$ cat config.mk
export PLATFORM = sky130hd
export DESIGN_NAME = btrr_front
export DESIGN_NICKNAME = d
export VERILOG_FILES = /design/src/design/btrr_pkg.sv /design/src/design/btrr_front.sv
export SDC_FILE = /design/constraint.sdc
export NUM_CORES = 1
export LEC_CHECK = 0
export ABC_AREA = 0
export BUFFER_PORTS_ARGS = -buffer_cell sky130_fd_sc_hd__buf_4
export CORE_MARGIN = 2
export CORE_UTILIZATION = 47
export DETAILED_ROUTE_END_ITERATION = 8
export GPL_TIMING_DRIVEN = 0
export HOLD_SLACK_MARGIN = 0.12
export PLACE_DENSITY_LB_ADDON = 0.25
export SLEW_MARGIN = 25
export SYNTH_ARGS = -nofsm -noshare
export SYNTH_HDL_FRONTEND = slang
export SYNTH_SLANG_ARGS = --single-unit
$ cat constraint.sdc
create_clock -name clk -period 6.35 [get_ports clk]
set_clock_uncertainty 0.15 [all_clocks]
set_input_delay 0.635 -clock clk [delete_from_list [all_inputs] [get_ports clk]]
set_output_delay 0.635 -clock clk [all_outputs]
set_load 0.1 [all_outputs]
$ cat src/design/btrr_pkg.sv
// ----------------------------------------------------------------------------
// btrr_pkg
// Shared types and constants of the bitmap text row renderer.
// ----------------------------------------------------------------------------
package btrr_pkg;

	localparam int GLYPH_COUNT_DEF = 256;
	localparam int MAX_DIM_DEF     = 4096;

	localparam int GLYPH_ROWS   = 16;
	localparam int GLYPH_COLS   = 8;
	localparam int CUR_XW       = 13;
	localparam int CUR_YW       = 14;
	localparam int DIM_W        = 13;
	localparam int CMP_W        = 15;
	localparam int CURSOR_Y_MAX = 16383;
	localparam int PIX_W        = 29;
	localparam int ADDR_W       = 33;
	localparam int QDEPTH       = 4;

	localparam logic [7:0] CODE_END     = 8'd0;
	localparam logic [7:0] CODE_NEWLINE = 8'd10;

	localparam logic REQ_LOAD = 1'b0;
	localparam logic REQ_DRAW = 1'b1;

	localparam logic [2:0] CFG_FB_WIDTH   = 3'd0;
	localparam logic [2:0] CFG_FB_HEIGHT  = 3'd1;
	localparam logic [2:0] CFG_SCANLINE   = 3'd2;
	localparam logic [2:0] CFG_FRAME_BASE = 3'd3;
	localparam logic [2:0] CFG_RGB_ORDER  = 3'd4;

	typedef struct packed {
		logic        req_type;
		logic [11:0] load_index;
		logic [7:0]  load_byte;
		logic [7:0]  char_code;
		logic        first_char;
		logic [11:0] origin_x;
		logic [11:0] origin_y;
		logic [7:0]  red;
		logic [7:0]  green;
		logic [7:0]  blue;
	} req_t;

	typedef struct packed {
		logic [32:0] row_address;
		logic [7:0]  pixel_mask;
		logic [7:0]  byte0;
		logic [7:0]  byte1;
		logic [7:0]  byte2;
		logic        last_row;
	} row_t;

	// command from the front to the back: a store load or one glyph to draw
	typedef struct packed {
		logic              kind;
		logic [11:0]       load_index;
		logic [7:0]        load_byte;
		logic [7:0]        glyph;
		logic [CUR_XW-1:0] x;
		logic [CUR_YW-1:0] y;
		logic [7:0]        red;
		logic [7:0]        green;
		logic [7:0]        blue;
	} cmd_t;

endpackage

$ cat src/design/btrr_front.sv
// ----------------------------------------------------------------------------
// btrr_front
// Accepts request beats, tracks the text cursor and string state, and turns
// each request into a store load or draw command, or drops it.
// ----------------------------------------------------------------------------
module btrr_front #(
	parameter int GLYPH_COUNT = btrr_pkg::GLYPH_COUNT_DEF,
	parameter int MAX_DIM     = btrr_pkg::MAX_DIM_DEF
) (
	input  logic                          clk,
	input  logic                          arst_n,
	input  logic                          req_valid,
	output logic                          req_stall,
	input  btrr_pkg::req_t                req,
	input  logic [btrr_pkg::DIM_W-1:0]    fb_width,
	input  logic [btrr_pkg::DIM_W-1:0]    fb_height,
	input  logic                          q_full,
	output logic                          push,
	output btrr_pkg::cmd_t                cmd
);
	import btrr_pkg::*;

	localparam int STORE_DEPTH = GLYPH_COUNT * GLYPH_ROWS;

	logic [CUR_XW-1:0] cx_q, nx;
	logic [CUR_YW-1:0] cy_q, ny;
	logic [11:0]       lsx_q, nl;
	logic [7:0]        red_q, green_q, blue_q, nr, ng, nb;
	logic              done_q, nd;
	logic              accept;
	logic [CMP_W-1:0]  clamp_w, clamp_h, ysum;
	logic [8:0]        code9;
	logic [7:0]        glyph;

	assign req_stall = q_full;
	assign accept    = req_valid && !q_full;

	assign clamp_w = ({2'b00, fb_width} > CMP_W'(MAX_DIM)) ? CMP_W'(MAX_DIM)
	                                                        : {2'b00, fb_width};
	assign clamp_h = ({2'b00, fb_height} > CMP_W'(MAX_DIM)) ? CMP_W'(MAX_DIM)
	                                                         : {2'b00, fb_height};

	// code modulo glyph count; the count is at least half the code range
	assign code9 = {1'b0, req.char_code};
	assign glyph = (code9 >= 9'(GLYPH_COUNT)) ? 8'(code9 - 9'(GLYPH_COUNT))
	                                          : req.char_code;

	always_comb begin
		nx   = cx_q;
		ny   = cy_q;
		nl   = lsx_q;
		nr   = red_q;
		ng   = green_q;
		nb   = blue_q;
		nd   = done_q;
		push = 1'b0;
		ysum = '0;
		cmd  = '0;
		if (accept) begin
			if (req.req_type == REQ_LOAD) begin
				// drop loads beyond the store
				push           = ({1'b0, req.load_index} < 13'(STORE_DEPTH));
				cmd.kind       = REQ_LOAD;
				cmd.load_index = req.load_index;
				cmd.load_byte  = req.load_byte;
			end else begin
				if (req.first_char) begin
					nx = {1'b0, req.origin_x};
					ny = {2'b00, req.origin_y};
					nl = req.origin_x;
					nr = req.red;
					ng = req.green;
					nb = req.blue;
					nd = 1'b0;
				end
				if (!nd) begin
					if (req.char_code == CODE_END) begin
						nd = 1'b1;
					end else begin
						if (req.char_code == CODE_NEWLINE) begin
							nx   = {1'b0, nl};
							ysum = {1'b0, ny} + CMP_W'(GLYPH_ROWS);
							ny   = (ysum > CMP_W'(CURSOR_Y_MAX)) ? CUR_YW'(CURSOR_Y_MAX)
							                                     : ysum[CUR_YW-1:0];
						end
						if (clamp_w <= {2'b00, nx} + CMP_W'(GLYPH_COLS)) begin
							// clipped on the right: keep the cursor
						end else if (clamp_h <= {1'b0, ny} + CMP_W'(GLYPH_ROWS)) begin
							nd = 1'b1;
						end else begin
							push      = 1'b1;
							cmd.kind  = REQ_DRAW;
							cmd.glyph = glyph;
							cmd.x     = nx;
							cmd.y     = ny;
							cmd.red   = nr;
							cmd.green = ng;
							cmd.blue  = nb;
							nx        = nx + CUR_XW'(GLYPH_COLS);
						end
					end
				end
			end
		end
	end

	always_ff @(posedge clk or negedge arst_n) begin
		if (!arst_n) begin
			cx_q    <= '0;
			cy_q    <= '0;
			lsx_q   <= '0;
			red_q   <= '0;
			green_q <= '0;
			blue_q  <= '0;
			done_q  <= 1'b1;
		end else begin
			cx_q    <= nx;
			cy_q    <= ny;
			lsx_q   <= nl;
			red_q   <= nr;
			green_q <= ng;
			blue_q  <= nb;
			done_q  <= nd;
		end
	end

endmodule

==> results <==
- The worst register-to-register path has a setup slack of between 1 and 1.5 ns.
- The worst register-to-register path has a depth of 24.
- The number of violations of the max-capacitance limit is 0.
- The most common cell after layout, fill and taps aside is sky130_fd_sc_hd__buf_4.
- The netlist area before placement is approximately 0.0055 mm².
- The highest clock rate is roughly 160 MHz.
- After floorplanning, the core was sized to cover between 0.01 and 0.015 mm².
- After synthesis, the largest area contributor takes up ~29% of total cell area.
- Ranked by total cell area, the synthesized netlist is headed by sky130_fd_sc_hd__dfrtp_1 29%, sky130_fd_sc_hd__mux2_2 9.6%, sky130_fd_sc_hd__mux2i_1 7.4%.
- Pin placement for this block handled 190 I/O pins.
- Measured along the x axis, the die boundary spans 112 µm.
- The number of buffers on the longest clock path is 2.
- The number of antenna violations at the first check in global routing is 0.
- The number of nets in the synthesized netlist is between 700 and 800.
- The number of design-rule violations left by the first detailed-router iteration is 560.
- The fraction of final layout cells sized beyond drive strength 1 is about 44%.
- Entering global routing, the biggest net connects 65 pins.
- The post-synthesis area per instance is 8.56 µm².
- The pre-antenna-repair detailed-routing pass consisted of 6 iterations.
- STA classifies the critical path endpoint as a primary output.
- The first global-routing pass estimated just over 30 mm of wire.
- The floorplan step defined a die boundary enclosing 0.0126 mm².
- The path type of the worst min-delay path is primary input to async pin.
- The most common flop cell mapped by yosys is sky130_fd_sc_hd__dfrtp_1.
- The fraction of power spent switching nets is 37.3%.
- The run finished with clean final reports.
- The part of the total power dissipated in sequential elements is a little under a third.
- The peak supply drop is between 0.1 and 0.15 mV.
- The average detailed-routed wire length per instance is 19.4 µm.
- The clock network accounts for approximately 30% of the total power.
- STA puts the critical path data arrival time at 5.32 ns.
- The number of global-route vias before repair is between 6000 and 7000.
- In this run, synthesis produced a sequential element count of 64.
- The final clock period utilization by the worst path is between 90% and 100%.
- The analysis attributes to cell leakage a power of roughly 3.7 nW.
- The largest fanout on the critical path is 10.
- The overall via count from detail_route is approximately 6000.
- After routing the design area is 0.00850 mm².
- Setup repair after global routing left no endpoint under its margin.
- The part of the Yosys area used for sequential elements is a little under 30%.
- At the pin with the least slew margin, the transition time is 1.05 ns.
- The top cell types in the final layout, fill and taps aside, are 152 x sky130_fd_sc_hd__buf_4, 63 x sky130_fd_sc_hd__dfrtp_1, 46 x sky130_fd_sc_hd__mux2_2, 46 x sky130_fd_sc_hd__buf_6, 42 x sky130_fd_sc_hd__a21oi_1.
- In this run the tightest slew margin relative to its limit is ~30%.
- The number of buffer cells added on primary ports is around 190.
- The number of nets with antenna violations after routing is 0.
- Fill cells in the final layout number about 850.
- The number of antenna repair diodes is 0.
- The total count of max-transition violations in the final report was 0.
- The congestion estimate from routability-driven global placement came to between 0.9 and 1.
- The post-detailed-route via-to-cell ratio is slightly below 6.
- The kind of launch point of the worst setup path is a primary input.
- For this run, the number of Yosys warnings is 0.
- The worst setup path is of the primary input to primary output kind.
- Setup violations remaining at the end of the flow were counted as 0.
- For this design the ratio of total power to cell area is roughly 220 mW/mm².
- The worst register-to-register path ends at cx_q[3].
- The total congestion overflow is 0.
- After routing, the total negative slack on setup checks comes to 0 ns.
- The floorplan step set the die height to 112 µm.
- In this run the clock root is driven by a sky130_fd_sc_hd__clkbuf_16.
- In this run the core area contains 39 standard-cell rows.
- The cell type contributing the most total cell area after synthesis is sky130_fd_sc_hd__dfrtp_1.
- The reg-to-reg critical path startpoint is cy_q[4].
- The minimum hold slack is between 0.2 and 0.25 ns.
- The number of enable-type register cells in the synthesized netlist is 0.
- After clock tree synthesis, the clock-pin slew on the worst setup and hold paths is roughly 0.070 ns.
- For this run, asynchronously set or reset flops after synthesis account for 100%.
- The final layout net count is around 1000.
- The count of unresolved DRC violations after routing is 0.
- The number of instances in the synthesized netlist is between 600 and 700.
- Subtracting the final worst setup slack from the clock period gives 6.11 ns.
- The switching power total is roughly 700 µW.
- Compared with the post-synthesis result, the final layout area differs by 54.1%.
- The initial standard-cell utilization of the core is 48.3%.
- The later-pin clock latency in the skew report is roughly 0.34 ns.
- TritonCTS built the clock tree.
- The clock net sink count is 64.
- For this block, the routed nets add up to ~20 mm of wire.
- In this run, the combinational gates consume around 40% of the power.
- Summing all placed instances gives a cell area of roughly 0.0076 mm².
- The H-tree depth is 3.
- The number of hold-slack violations in the final timing report is 0.
- Internal power comes to about 1.2 mW.
- The distinct cell type count of the synthesized netlist is 61.
- The number of clock buffers added by TritonCTS is 9.
- The required time at the endpoint of the critical path is 5.56 ns.
- The post-detailed-placement half-perimeter wirelength is between 10 and 15 mm.
- The overall global routing resource usage is slightly above 30%.
-- cells in the mapped netlist (all sizes together), types with 2 or more instances --
cell     count
xnor2       21
buf         15
a221oi       2
o21ai       28
nand3       23
nor2b       37
dfrtp       63
nand3b       3
xor2         3
ha          30
a21oi       44
a21o         4
and2        35
and4         2
nor4         3
and3         5
clkbuf      20
nand2b       5
nand4       12
inv          8
a211oi       6
a2111oi      3
mux2i       42
nand4b       2
a22oi        4
or4          4
or2          3
a32oi        3
nor3         8
nor2        84
o22ai        7
o21a         6
o211ai       2
mux2        47
a221o        2
nand2       42
-- logic make-up (layout without fill, tap and decap cells) --
family | after synthesis | count (layout) | synth area share (%)
simple gates | 271 | 271 | 25.5
flops | 64 | 64 | 29.1
fa+ha+maj | 30 | 30 | 6.81
mux | 89 | 89 | 17.5
buf+inv | 43 | 260 | 3.61
xor+xnor | 24 | 24 | 3.81
compound gates | 122 | 122 | 13.7
other cells | 1 | 1 | 0.0680
-- final cells by class --
type / count / area, µm² / share of cell area [%]
tap: 143 / 179 / 2.11
timing repair buffer: 204 / 1820 / 21.4
clock inverter: 7 / 104 / 1.22
sequential: 64 / 1600 / 18.9
buffer: 32 / 265 / 3.12
multi-input combinational: 537 / 4270 / 50.3
clock buffer: 9 / 225 / 2.65
inverter: 8 / 30.0 / 0.353
-- per-stage QoR --
| step | setup WS [ns] | cells | util [%] | total power, mW |
|---|---|---|---|---|
| floorplan | 0.0260 | 644 | - | 1.07 |
| global placement | -1.16 | 974 | 66.3 | 1.24 |
| detailed placement | -1.06 | 974 | 66.3 | 1.26 |
| CTS | 0.00552 | 998 | 73.2 | 1.84 |
| global route | 0.0370 | 1004 | 74.4 | 1.97 |
| finish | 0.243 | 1004 | 74.4 | 1.87 |
-- registers in the layout, indices dropped and copies added, names as in the netlist --
name / cells
green_q: 8
red_q: 8
done_q: 1
lsx_q: 12
cx_q: 13
cy_q: 14
blue_q: 8
-- per-layer routing --
metal | track usage, % | routed length [µm] | vias up
met5 | 0 | 0 | -
met4 | 10.5 | 495 | 0
met3 | 6.10 | 1600 | 43
met2 | 53.1 | 9840 | 281
met1 | 38.4 | 7580 | 2803
li1 | - | - | 2738
-- power groups by stage --
stage          combinational (mW)  clock [mW]  sequential (mW)
2_1_floorplan               0.510           0            0.555
3_3_place_gp                0.668           0            0.568
3_5_place_dp                0.687           0            0.576
4_1_cts                     0.717       0.552            0.570
5_1_grt                     0.808       0.574            0.585
6_report                    0.747       0.552            0.573
-- critical path: stages --
cell                        delay (ns)
sky130_fd_sc_hd__buf_4            0.13
sky130_fd_sc_hd__nor4_4           0.39
sky130_fd_sc_hd__nand2_2          0.24
sky130_fd_sc_hd__clkbuf_2         0.35
sky130_fd_sc_hd__mux2i_1          0.20
sky130_fd_sc_hd__o21ai_2          0.27
sky130_fd_sc_hd__ha_1             0.30
sky130_fd_sc_hd__nand2_1          0.10
sky130_fd_sc_hd__nor3b_1          0.38
sky130_fd_sc_hd__xnor2_1          0.12
sky130_fd_sc_hd__ha_1             0.32
sky130_fd_sc_hd__nand3_1          0.09
sky130_fd_sc_hd__or2_2            0.30
sky130_fd_sc_hd__a32oi_1          0.21
sky130_fd_sc_hd__o31a_1           0.32
sky130_fd_sc_hd__nand3_2          0.16
sky130_fd_sc_hd__buf_12           0.20
sky130_fd_sc_hd__bufbuf_16        0.29
sky130_fd_sc_hd__nor2_4           0.12
sky130_fd_sc_hd__buf_12           0.18
-- timing repair --
action                                  CTS  global route
hold buffers                              0             0
setup buffers                             9             6
cloned                                    1             1
endpoints found under the setup margin   60            60
resized for setup                        94            18
pin swaps                                10            10
-- worst max-delay path by stage --
stage,from,to,slack [ns],cells past startpoint
floorplan,req[48],cmd[33],0.03,26
global placement,req[48],push,-1.16,27
detailed placement,req[48],push,-1.06,27
CTS,req[48],cmd[43],0.006,27
global route,req[48],cmd[43],0.04,26
finish,req[53],cmd[43],0.24,20
(Power assumes the default switching activity.)
