## src/design/btrr_pkg.sv

```systemverilog
// ----------------------------------------------------------------------------
// btrr_pkg
// Shared types and constants of the bitmap text row renderer.
// ----------------------------------------------------------------------------
package btrr_pkg;

	localparam int GLYPH_COUNT_DEF = 256;
	localparam int MAX_DIM_DEF     = 4096;

	localparam int GLYPH_ROWS   = 16;
	localparam int GLYPH_COLS   = 8;
	localparam int CUR_XW       = 13;
	localparam int CUR_YW       = 14;
	localparam int DIM_W        = 13;
	localparam int CMP_W        = 15;
	localparam int CURSOR_Y_MAX = 16383;
	localparam int PIX_W        = 29;
	localparam int ADDR_W       = 33;
	localparam int QDEPTH       = 4;

	localparam logic [7:0] CODE_END     = 8'd0;
	localparam logic [7:0] CODE_NEWLINE = 8'd10;

	localparam logic REQ_LOAD = 1'b0;
	localparam logic REQ_DRAW = 1'b1;

	localparam logic [2:0] CFG_FB_WIDTH   = 3'd0;
	localparam logic [2:0] CFG_FB_HEIGHT  = 3'd1;
	localparam logic [2:0] CFG_SCANLINE   = 3'd2;
	localparam logic [2:0] CFG_FRAME_BASE = 3'd3;
	localparam logic [2:0] CFG_RGB_ORDER  = 3'd4;

	typedef struct packed {
		logic        req_type;
		logic [11:0] load_index;
		logic [7:0]  load_byte;
		logic [7:0]  char_code;
		logic        first_char;
		logic [11:0] origin_x;
		logic [11:0] origin_y;
		logic [7:0]  red;
		logic [7:0]  green;
		logic [7:0]  blue;
	} req_t;

	typedef struct packed {
		logic [32:0] row_address;
		logic [7:0]  pixel_mask;
		logic [7:0]  byte0;
		logic [7:0]  byte1;
		logic [7:0]  byte2;
		logic        last_row;
	} row_t;

	// command from the front to the back: a store load or one glyph to draw
	typedef struct packed {
		logic              kind;
		logic [11:0]       load_index;
		logic [7:0]        load_byte;
		logic [7:0]        glyph;
		logic [CUR_XW-1:0] x;
		logic [CUR_YW-1:0] y;
		logic [7:0]        red;
		logic [7:0]        green;
		logic [7:0]        blue;
	} cmd_t;

endpackage

```

## src/design/btrr_queue.sv

```systemverilog
// ----------------------------------------------------------------------------
// btrr_queue
// Small command queue between the front and the back.
// ----------------------------------------------------------------------------
module btrr_queue (
	input  logic           clk,
	input  logic           arst_n,
	input  logic           push,
	input  btrr_pkg::cmd_t push_cmd,
	output logic           full,
	input  logic           pop,
	output logic           head_valid,
	output btrr_pkg::cmd_t head
);
	import btrr_pkg::*;

	localparam int QAW = $clog2(QDEPTH);

	cmd_t           slot_q [QDEPTH];
	logic [QAW-1:0] wr_q, rd_q;
	logic [QAW:0]   count_q;

	assign full       = (count_q == (QAW+1)'(QDEPTH));
	assign head_valid = (count_q != '0);
	assign head       = slot_q[rd_q];

	always_ff @(posedge clk) begin
		if (push) begin
			slot_q[wr_q] <= push_cmd;
		end
	end

	always_ff @(posedge clk or negedge arst_n) begin
		if (!arst_n) begin
			wr_q    <= '0;
			rd_q    <= '0;
			count_q <= '0;
		end else begin
			if (push) begin
				wr_q <= wr_q + 1'b1;
			end
			if (pop) begin
				rd_q <= rd_q + 1'b1;
			end
			case ({push, pop})
				2'b10:   count_q <= count_q + 1'b1;
				2'b01:   count_q <= count_q - 1'b1;
				default: count_q <= count_q;
			endcase
		end
	end

endmodule

```

## config.mk

```make
export PLATFORM = sky130hd
export DESIGN_NAME = btrr_queue
export DESIGN_NICKNAME = d
export VERILOG_FILES = /design/src/design/btrr_pkg.sv /design/src/design/btrr_queue.sv
export SDC_FILE = /design/constraint.sdc
export NUM_CORES = 1
export LEC_CHECK = 0
export BUFFER_PORTS_ARGS = -buffer_cell sky130_fd_sc_hd__buf_2
export CAP_MARGIN = 0
export CORE_MARGIN = 2
export CORE_UTILIZATION = 36
export CTS_BUF_LIST = sky130_fd_sc_hd__clkbuf_4 sky130_fd_sc_hd__clkbuf_8
export DETAILED_ROUTE_END_ITERATION = 6
export GPL_TIMING_DRIVEN = 0
export PLACE_DENSITY = 0.58
export SLEW_MARGIN = 10
export SYNTH_ARGS = -nofsm -noshare
export SYNTH_HDL_FRONTEND = slang
export SYNTH_SLANG_ARGS = --single-unit
```

## constraint.sdc

```tcl
create_clock -name clk -period 3.8 [get_ports clk]
set_input_delay 0.19 -clock clk [delete_from_list [all_inputs] [get_ports clk]]
set_output_delay 0.19 -clock clk [all_outputs]
set_load 0.02 [all_outputs]
```

==> results of run 1 <==
-- worst max-delay path, cell delays in order (launching register included) --
cell     delay, ps
dfrtp_1        310
buf_2          270
buf_2          380
mux4_2         370
buf_2          180
-- report_power, final --
part	internal (mW)	leakage (nW)	total, mW	switching (mW)
clock network	1.61	0.528	2.91	1.29
registers	4.71	3.02	4.86	0.146
logic	1.69	1.83	3.93	2.24
total	8.02	5.38	11.7	3.68
-- logic make-up after synthesis --
group | Yosys count
multiplexers | 81
XOR/XNOR | 6
flip-flops | 327
AO/OA/AOI/OAI | 1
AND/OR/NAND/NOR | 9
buffers and inverters | 24
adder cells (fa/ha/maj) | 6
-- worst paths after layout --
kind                               from            end  slack, ps  cells after the start
hold / removal             push_cmd[62]  slot_q[1][62]        390                      2
hold reg to reg              count_q[2]     count_q[2]        500                      1
setup / recovery                rd_q[1]       head[21]       1550                      4
setup reg to reg                wr_q[0]  slot_q[2][56]       1830                      5
min in group asynchronous        arst_n     count_q[1]        600                      3
max in group asynchronous        arst_n        rd_q[1]       2950                      3
-- metal layers --
layer	global-route usage [%]	up-vias	part of all wire, %
li1	-	2582	-
met1	17.3	3041	42
met2	23.7	165	51
met3	3.48	39	5.4
met4	4.09	4	1.7
met5	0	-	0.11
-- placed cells by master, fill, tap and decap left out --
cell type and instances:
mux2i_1 1, and3_1 1, nor2_1 1, clkbuf_8 51, inv_1 6, buf_12 16, dfrtp_1 7, nand2_1 2
xnor2_1 2, clkinvlp_4 3, xor2_1 4, edfxtp_1 320, clkinv_2 6, or3_1 1, o21ai_0 1, clkinv_4 1
clkinv_1 11, buf_2 174, mux4_1 1, clkbuf_4 16, buf_6 1, and2_4 4, dlygate4sd3_1 84, fa_1 1
mux4_2 79, ha_1 5, bufinv_16 3
-- flip-flops by register name, indices dropped and copies added, names as in the netlist --
signal   cells
slot_q     320
count_q      3
rd_q         2
wr_q         2
-- metrics by stage --
step	cell area [um2]	instances
detailed placement	13600	1069
global placement	13400	1061
CTS	15400	1244
finish	15400	1244
global route	15400	1244
floorplan	12000	454
-- what timing repair did --
item,in CTS,in global routing
buffers inserted,0,0
hold endpoints to repair,331,0
hold buffers,84,0
-- final cells by class --
cell class | instances | area (um2)
plain buffers | 18 | 216
clock buffers | 67 | 822
clock inverters | 24 | 193
fillers | 2755 | 17300
inverters | 6 | 22.5
multi-input cells | 103 | 2010
flip-flops and latches | 327 | 9780
well taps | 442 | 553
repair buffers | 257 | 1830
==> impl_metrics.yaml, run 1 <==
clock_network:
  clk_pin_slew_ps: 60
  cts_resized: 0
  clock_latency_ps: 560
  h-tree-depth: 2
  cts_tree: "yes"
  numCtsBuffers: 51
  clockBufferDepth: 3
  clock_sinks: 327
  root_buffer: "clkbuf_8"
timing:
  fmax_mhz: 445
  hold_slack_ps: 385
  fin_skew_ps: 14.4
  fin_setup_tns_ps: 0
  worst_slew_pin_slew_ps: 514
  slew_viol_final: 0
  rsz0062_at_grt: "false"
  max_slew_margin_pct: 65.7
  hold_violations: 0
  setup_viol: 0
  period_minus_slack_ps: 2250
  worst_slack_ps: 1550
  timing.final.crit_share_pct: 59.1
die:
  core_area_um2: 32700
  rows: 66
  pin_count: 166
  die_x_um: 187
  initial_core_util_pct: 36.8
  die_area_um2: 34900
  chipHeight_um: 187
synthesis:
  synth_edf_count: 320
  seq_area_frac_synth_pct: 81.3
  ys_warn_count: 0
  yosysTopAreaCell: "edfxtp_1"
  yosys.area_share.simple_pct: 0.406
  synth_cell_type_count: 19
  avgSynthCellArea_um2: 26.5
  synthMuxAreaShare_pct: 15.1
  synth_cells: 454
  synth-xor-area-share_pct: 0.437
  synth_ff_type: "edfxtp_1"
  synthTopCellsByArea: "edfxtp_1 (80%), mux4_2 (15%), dfrtp_1 (1.5%), buf_12 (1.3%), ha_1 (0.52%)"
  synthesis.nets: 544
  synth_fa_ha_area_share_pct: 0.687
  synth-compound-area-share_pct: 0.0416
  synthesis.area_um2: 12000
  synth_top_family_by_area: "multiplexers"
  synth-seq-cells: 327
  synth_most_common_cell: "edfxtp_1"
  synth_top_area_share_pct: 79.9
  synthArstFlopShare_pct: 2.14
  synth_common_cells: "edfxtp_1 (320), mux4_2 (79), buf_2 (9)"
finish:
  drive_gt1_share_pct: 44.1
  diodes: 0
  fin_util_pct: 47.2
  area_growth_pct: 28.3
  nNetsFinal: 854
routing:
  drc: 0
  num_vias: 5831
  vias_per_cell: 4.69
  firstDrtPassIters: 4
  drt_wl_total_um: 23500
  wl_per_cell_um: 18.9
  ant_nets: 0
  drt_iter0_drc: 297
worst_setup_path:
  crit_path_end_kind: "primary output"
  cp.required_ps: 3610
  critPathKind: "reg -> out"
  startpoint_type: "flop"
  crit_fanout: 10
  crit_arrival_ps: 2060
pwr:
  power_density_nw_per_um2: 758
  vdd_drop_max_mv: 0.411
  p_total_mw: 11.7
  p_leak_nw: 5.38
outcome:
  status: "finished, final reports clean"
grt:
  track_usage_pct: 13.8
  grt_pass1_vias: 6567
  grt-ovfl-total: 0
  antenna_found_initial: 2
  grt_max_degree: 30
  grt_pass1_wl_um: 37000
run:
  maxCapViolCount: 0
placement:
  portBuffers: 165
  dp_slack_ps: 1780
  dp_hpwl_um: 14400
  place_congestion: 0.728
hold_path:
  hp-class: "in -> reg"
Power figures use the tool's default switching activity.
==> run 2, diff against run 1 <==
Settings changed: ABC_AREA set to 1, PLACE_DENSITY 0.58 to 0.6.
Clock period 3.8 ns to 1.8 ns, I/O delays scaled along.
==> run 2 against run 1 <==
Compared with the run above:
- synthesized area rose by 13%
- the run now ends with setup timing left
- highest routed layer is now met4
- non-clock buffer count increased by 54
- sequential share of layout area decreased by 8.8 points
- clock power up 120%
- combinational power increased to 3.6 times the previous value
- largest cell class unchanged
==> impl_metrics.yaml, run 2 <==
outcome:
  status: "complete, but fails checks"
  violations: "setup timing"
pwr:
  internal-power_mw: 19.0
  power_density_nw_per_um2: 1710
  switching_share_pct: 38.1
  p_clk_share_pct: 20.8
  p_total_mw: 30.7
  vdd_drop_max_mv: 0.999
  p_switching_mw: 11.7
  seqPwrFrac_pct: 33.5
  p_comb_share_pct: 45.6
  p_leak_nw: 7.27
synthesis:
  synth_cell_type_count: 21
  seq_area_frac_synth_pct: 71.8
  yosysTopAreaCell: "edfxtp_1"
  synth_most_common_cell: "edfxtp_1"
  synthesis.area_um2: 13600
  synth_edf_count: 320
  synthArstFlopShare_pct: 2.14
  synth_common_cells: "edfxtp_1 (320), nand2_1 (241), inv_1 (173)"
  synth_ff_type: "edfxtp_1"
  synthTopCellsByArea: "edfxtp_1 (70%), o211ai_2 (7.3%), nand2_1 (6.6%), inv_1 (4.8%), o211ai_1 (4.4%)"
  synth_top_area_share_pct: 70.5
  synth_cells: 982
  synthesis.nets: 1072
  ys_warn_count: 0
  synth-seq-cells: 327
  avgSynthCellArea_um2: 13.9
timing:
  period_minus_slack_ps: 2040
  hold_violations: 0
  setup_viol: 80
  max_slew_margin_pct: 66.6
  worst_slack_ps: -245
  worst_slew_pin_slew_ps: 501
  timing.final.crit_share_pct: 114
  fmax_mhz: 489
  fin_setup_tns_ps: -14360
  rsz0062_at_grt: "true"
  slew_viol_final: 0
  fin_skew_ps: 20.4
  hold_slack_ps: 219
placement:
  place_inst: 1668
  dp_hpwl_um: 19600
  place_congestion: 0.719
  portBuffers: 164
die:
  pin_count: 166
  initial_core_util_pct: 36.4
  core_area_um2: 37500
  die_x_um: 199
  die_area_um2: 39400
  chipHeight_um: 199
  rows: 71
grt:
  track_usage_pct: 16.7
  grt_pass1_wl_um: 48700
  grt-ovfl-total: 0
  antenna_found_initial: 3
  grt_pass1_vias: 8473
  grt_max_degree: 30
worst_setup_path:
  slowest_stage: "dfrtp_1"
  startpoint_type: "flop"
  cp_top_family: "buffers and inverters"
  regToRegEndpoint: "slot_q[2][45]"
  r2r-start: "wr_q[0]"
  crit_top_cell: "buf_12"
  critPathKind: "reg -> out"
  path_cells: "buf_12 -> buf_12 -> buf_8 -> o211ai_2 -> nand2_1 -> buf_4"
  crit_fanout: 10
  ff2ff_path_depth: 6
  critPathBufInv: 4
  cp.required_ps: 1710
  crit_path_end_kind: "primary output"
  crit_arrival_ps: 1950
  r2r_slack_ps: 130
  slowest_delay_ps: 390
finish:
  top_regs: "slot_q: 320 flops, count_q: 3 flops"
  nNetsFinal: 1406
  drive_gt1_share_pct: 32.1
  largest_register_ffs: 320
  regMostFlops: "slot_q"
  area_growth_pct: 31.5
  fin_cells: 1875
  fin_util_pct: 47.8
  final_cell_mix: "edfxtp_1 (320), nand2_1 (232), inv_1 (167), buf_2 (125), dlygate4sd3_1 (84)"
  fillers: 3403
  final_common_cell: "edfxtp_1"
hold_path:
  hold_path_depth: 2
  whs_endpoint: "slot_q[0][22]"
  hp-class: "in -> reg"
  min_from: "push_cmd[22]"
clock_network:
  h-tree-depth: 2
  cts_tree: "yes"
  numCtsBuffers: 55
  clock_sinks: 327
  root_buffer: "clkbuf_8"
  clockBufferDepth: 3
  clock_latency_ps: 620
  clk_pin_slew_ps: 60
routing:
  drt_wl_total_um: 33200
  num_vias: 8524
  vias_per_cell: 4.55
  wl_per_cell_um: 17.7
  drt_iter0_drc: 266
  drc: 0
  ant_nets: 0
  firstDrtPassIters: 5
run:
  maxCapViolCount: 0
-- run 2: cell types whose count changed in the layout (fill, tap and decap cells not counted), sizes merged, moves of 6 or more --
cell    previous run  this run
mux4              80         0
o211ai             0       160
inv                6       170
clkinv            18        30
nand2              2       251
clkbuf            67        73
buf              191       241
-- run 2: layer usage --
| metal | track usage, % | up-vias | share of wire (%) |
|---|---|---|---|
| met5 | 0 | - | 0 |
| met4 | 6.03 | 0 | 2.1 |
| met3 | 3.56 | 53 | 5.2 |
| met2 | 27.6 | 212 | 49 |
| met1 | 21.6 | 4135 | 44 |
| li1 | - | 4124 | - |
-- run 2: cells by family after synthesis --
family,count (synthesis),share of synthesized area [%]
adders and majority gates,6,0.606
buffers and inverters,228,8.31
and+or+nand+nor,255,7.25
AOI/OAI and AO/OA,162,11.8
DFF,327,71.8
xor gates and xnor gates,4,0.257
-- run 2: how the worst max path moves through the flow --
stage	slack [ps]	to	from	cells after the start
after global placement	-1640	slot_q[1][56]	wr_q[1]	4
after global routing	-320	head[5]	rd_q[0]	6
after detailed placement	-560	slot_q[0][56]	wr_q[0]	6
after CTS	-310	head[5]	rd_q[0]	6
after floorplan	-440	slot_q[0][0]	wr_q[0]	4
final	-240	head[13]	rd_q[0]	6
-- run 2: worst register-to-register path: cells and delay by family (launching register included) --
family	cells	cell delay (ps)
buffers and inverters	4	660
flip-flops	1	430
AND/OR/NAND/NOR	1	80
adder cells (fa/ha/maj)	1	190
-- run 2: cell type report --
cell class | count | area (um2) | area share [%]
multi-input cells | 427 | 2760 | 15.4
clock buffers | 69 | 868 | 4.84
flip-flops and latches | 327 | 9780 | 54.6
inverters | 174 | 681 | 3.80
repair inverters | 2 | 15.0 | 0.0838
diodes | 3 | 7.51 | 0.0419
repair buffers | 275 | 2280 | 12.7
clock inverters | 33 | 195 | 1.09
plain buffers | 54 | 694 | 3.87
well taps | 511 | 639 | 3.57
-- run 2: power by group through the flow --
stage	Sequential [mW]	Clock [mW]	Combinational, mW
final	10.3	6.40	14.0
after global placement	10.6	0	11.8
after global routing	10.4	6.92	15.2
after floorplan	10.5	0	7.84
after CTS	10.3	6.61	13.4
after detailed placement	10.5	0	12.2
-- run 2: what timing repair did --
| item | in CTS | in global routing |
|---|---|---|
| pin swaps | 25 | 42 |
| setup buffers | 2 | 10 |
| endpoints found under the setup margin | 270 | 207 |
| cloned | 4 | 3 |
| hold endpoints to repair | 334 | 0 |
| gates resized for setup | 81 | 58 |
| hold buffers | 84 | 0 |
-- run 2: per-stage QoR --
| stage | setup slack [ps] | cell area, um2 |
|---|---|---|
| finish | -245 | 17900 |
| global route | -318 | 17900 |
| CTS | -309 | 17600 |
| detailed placement | -559 | 15400 |
| global placement | -1640 | 15100 |
| floorplan | -443 | 13700 |
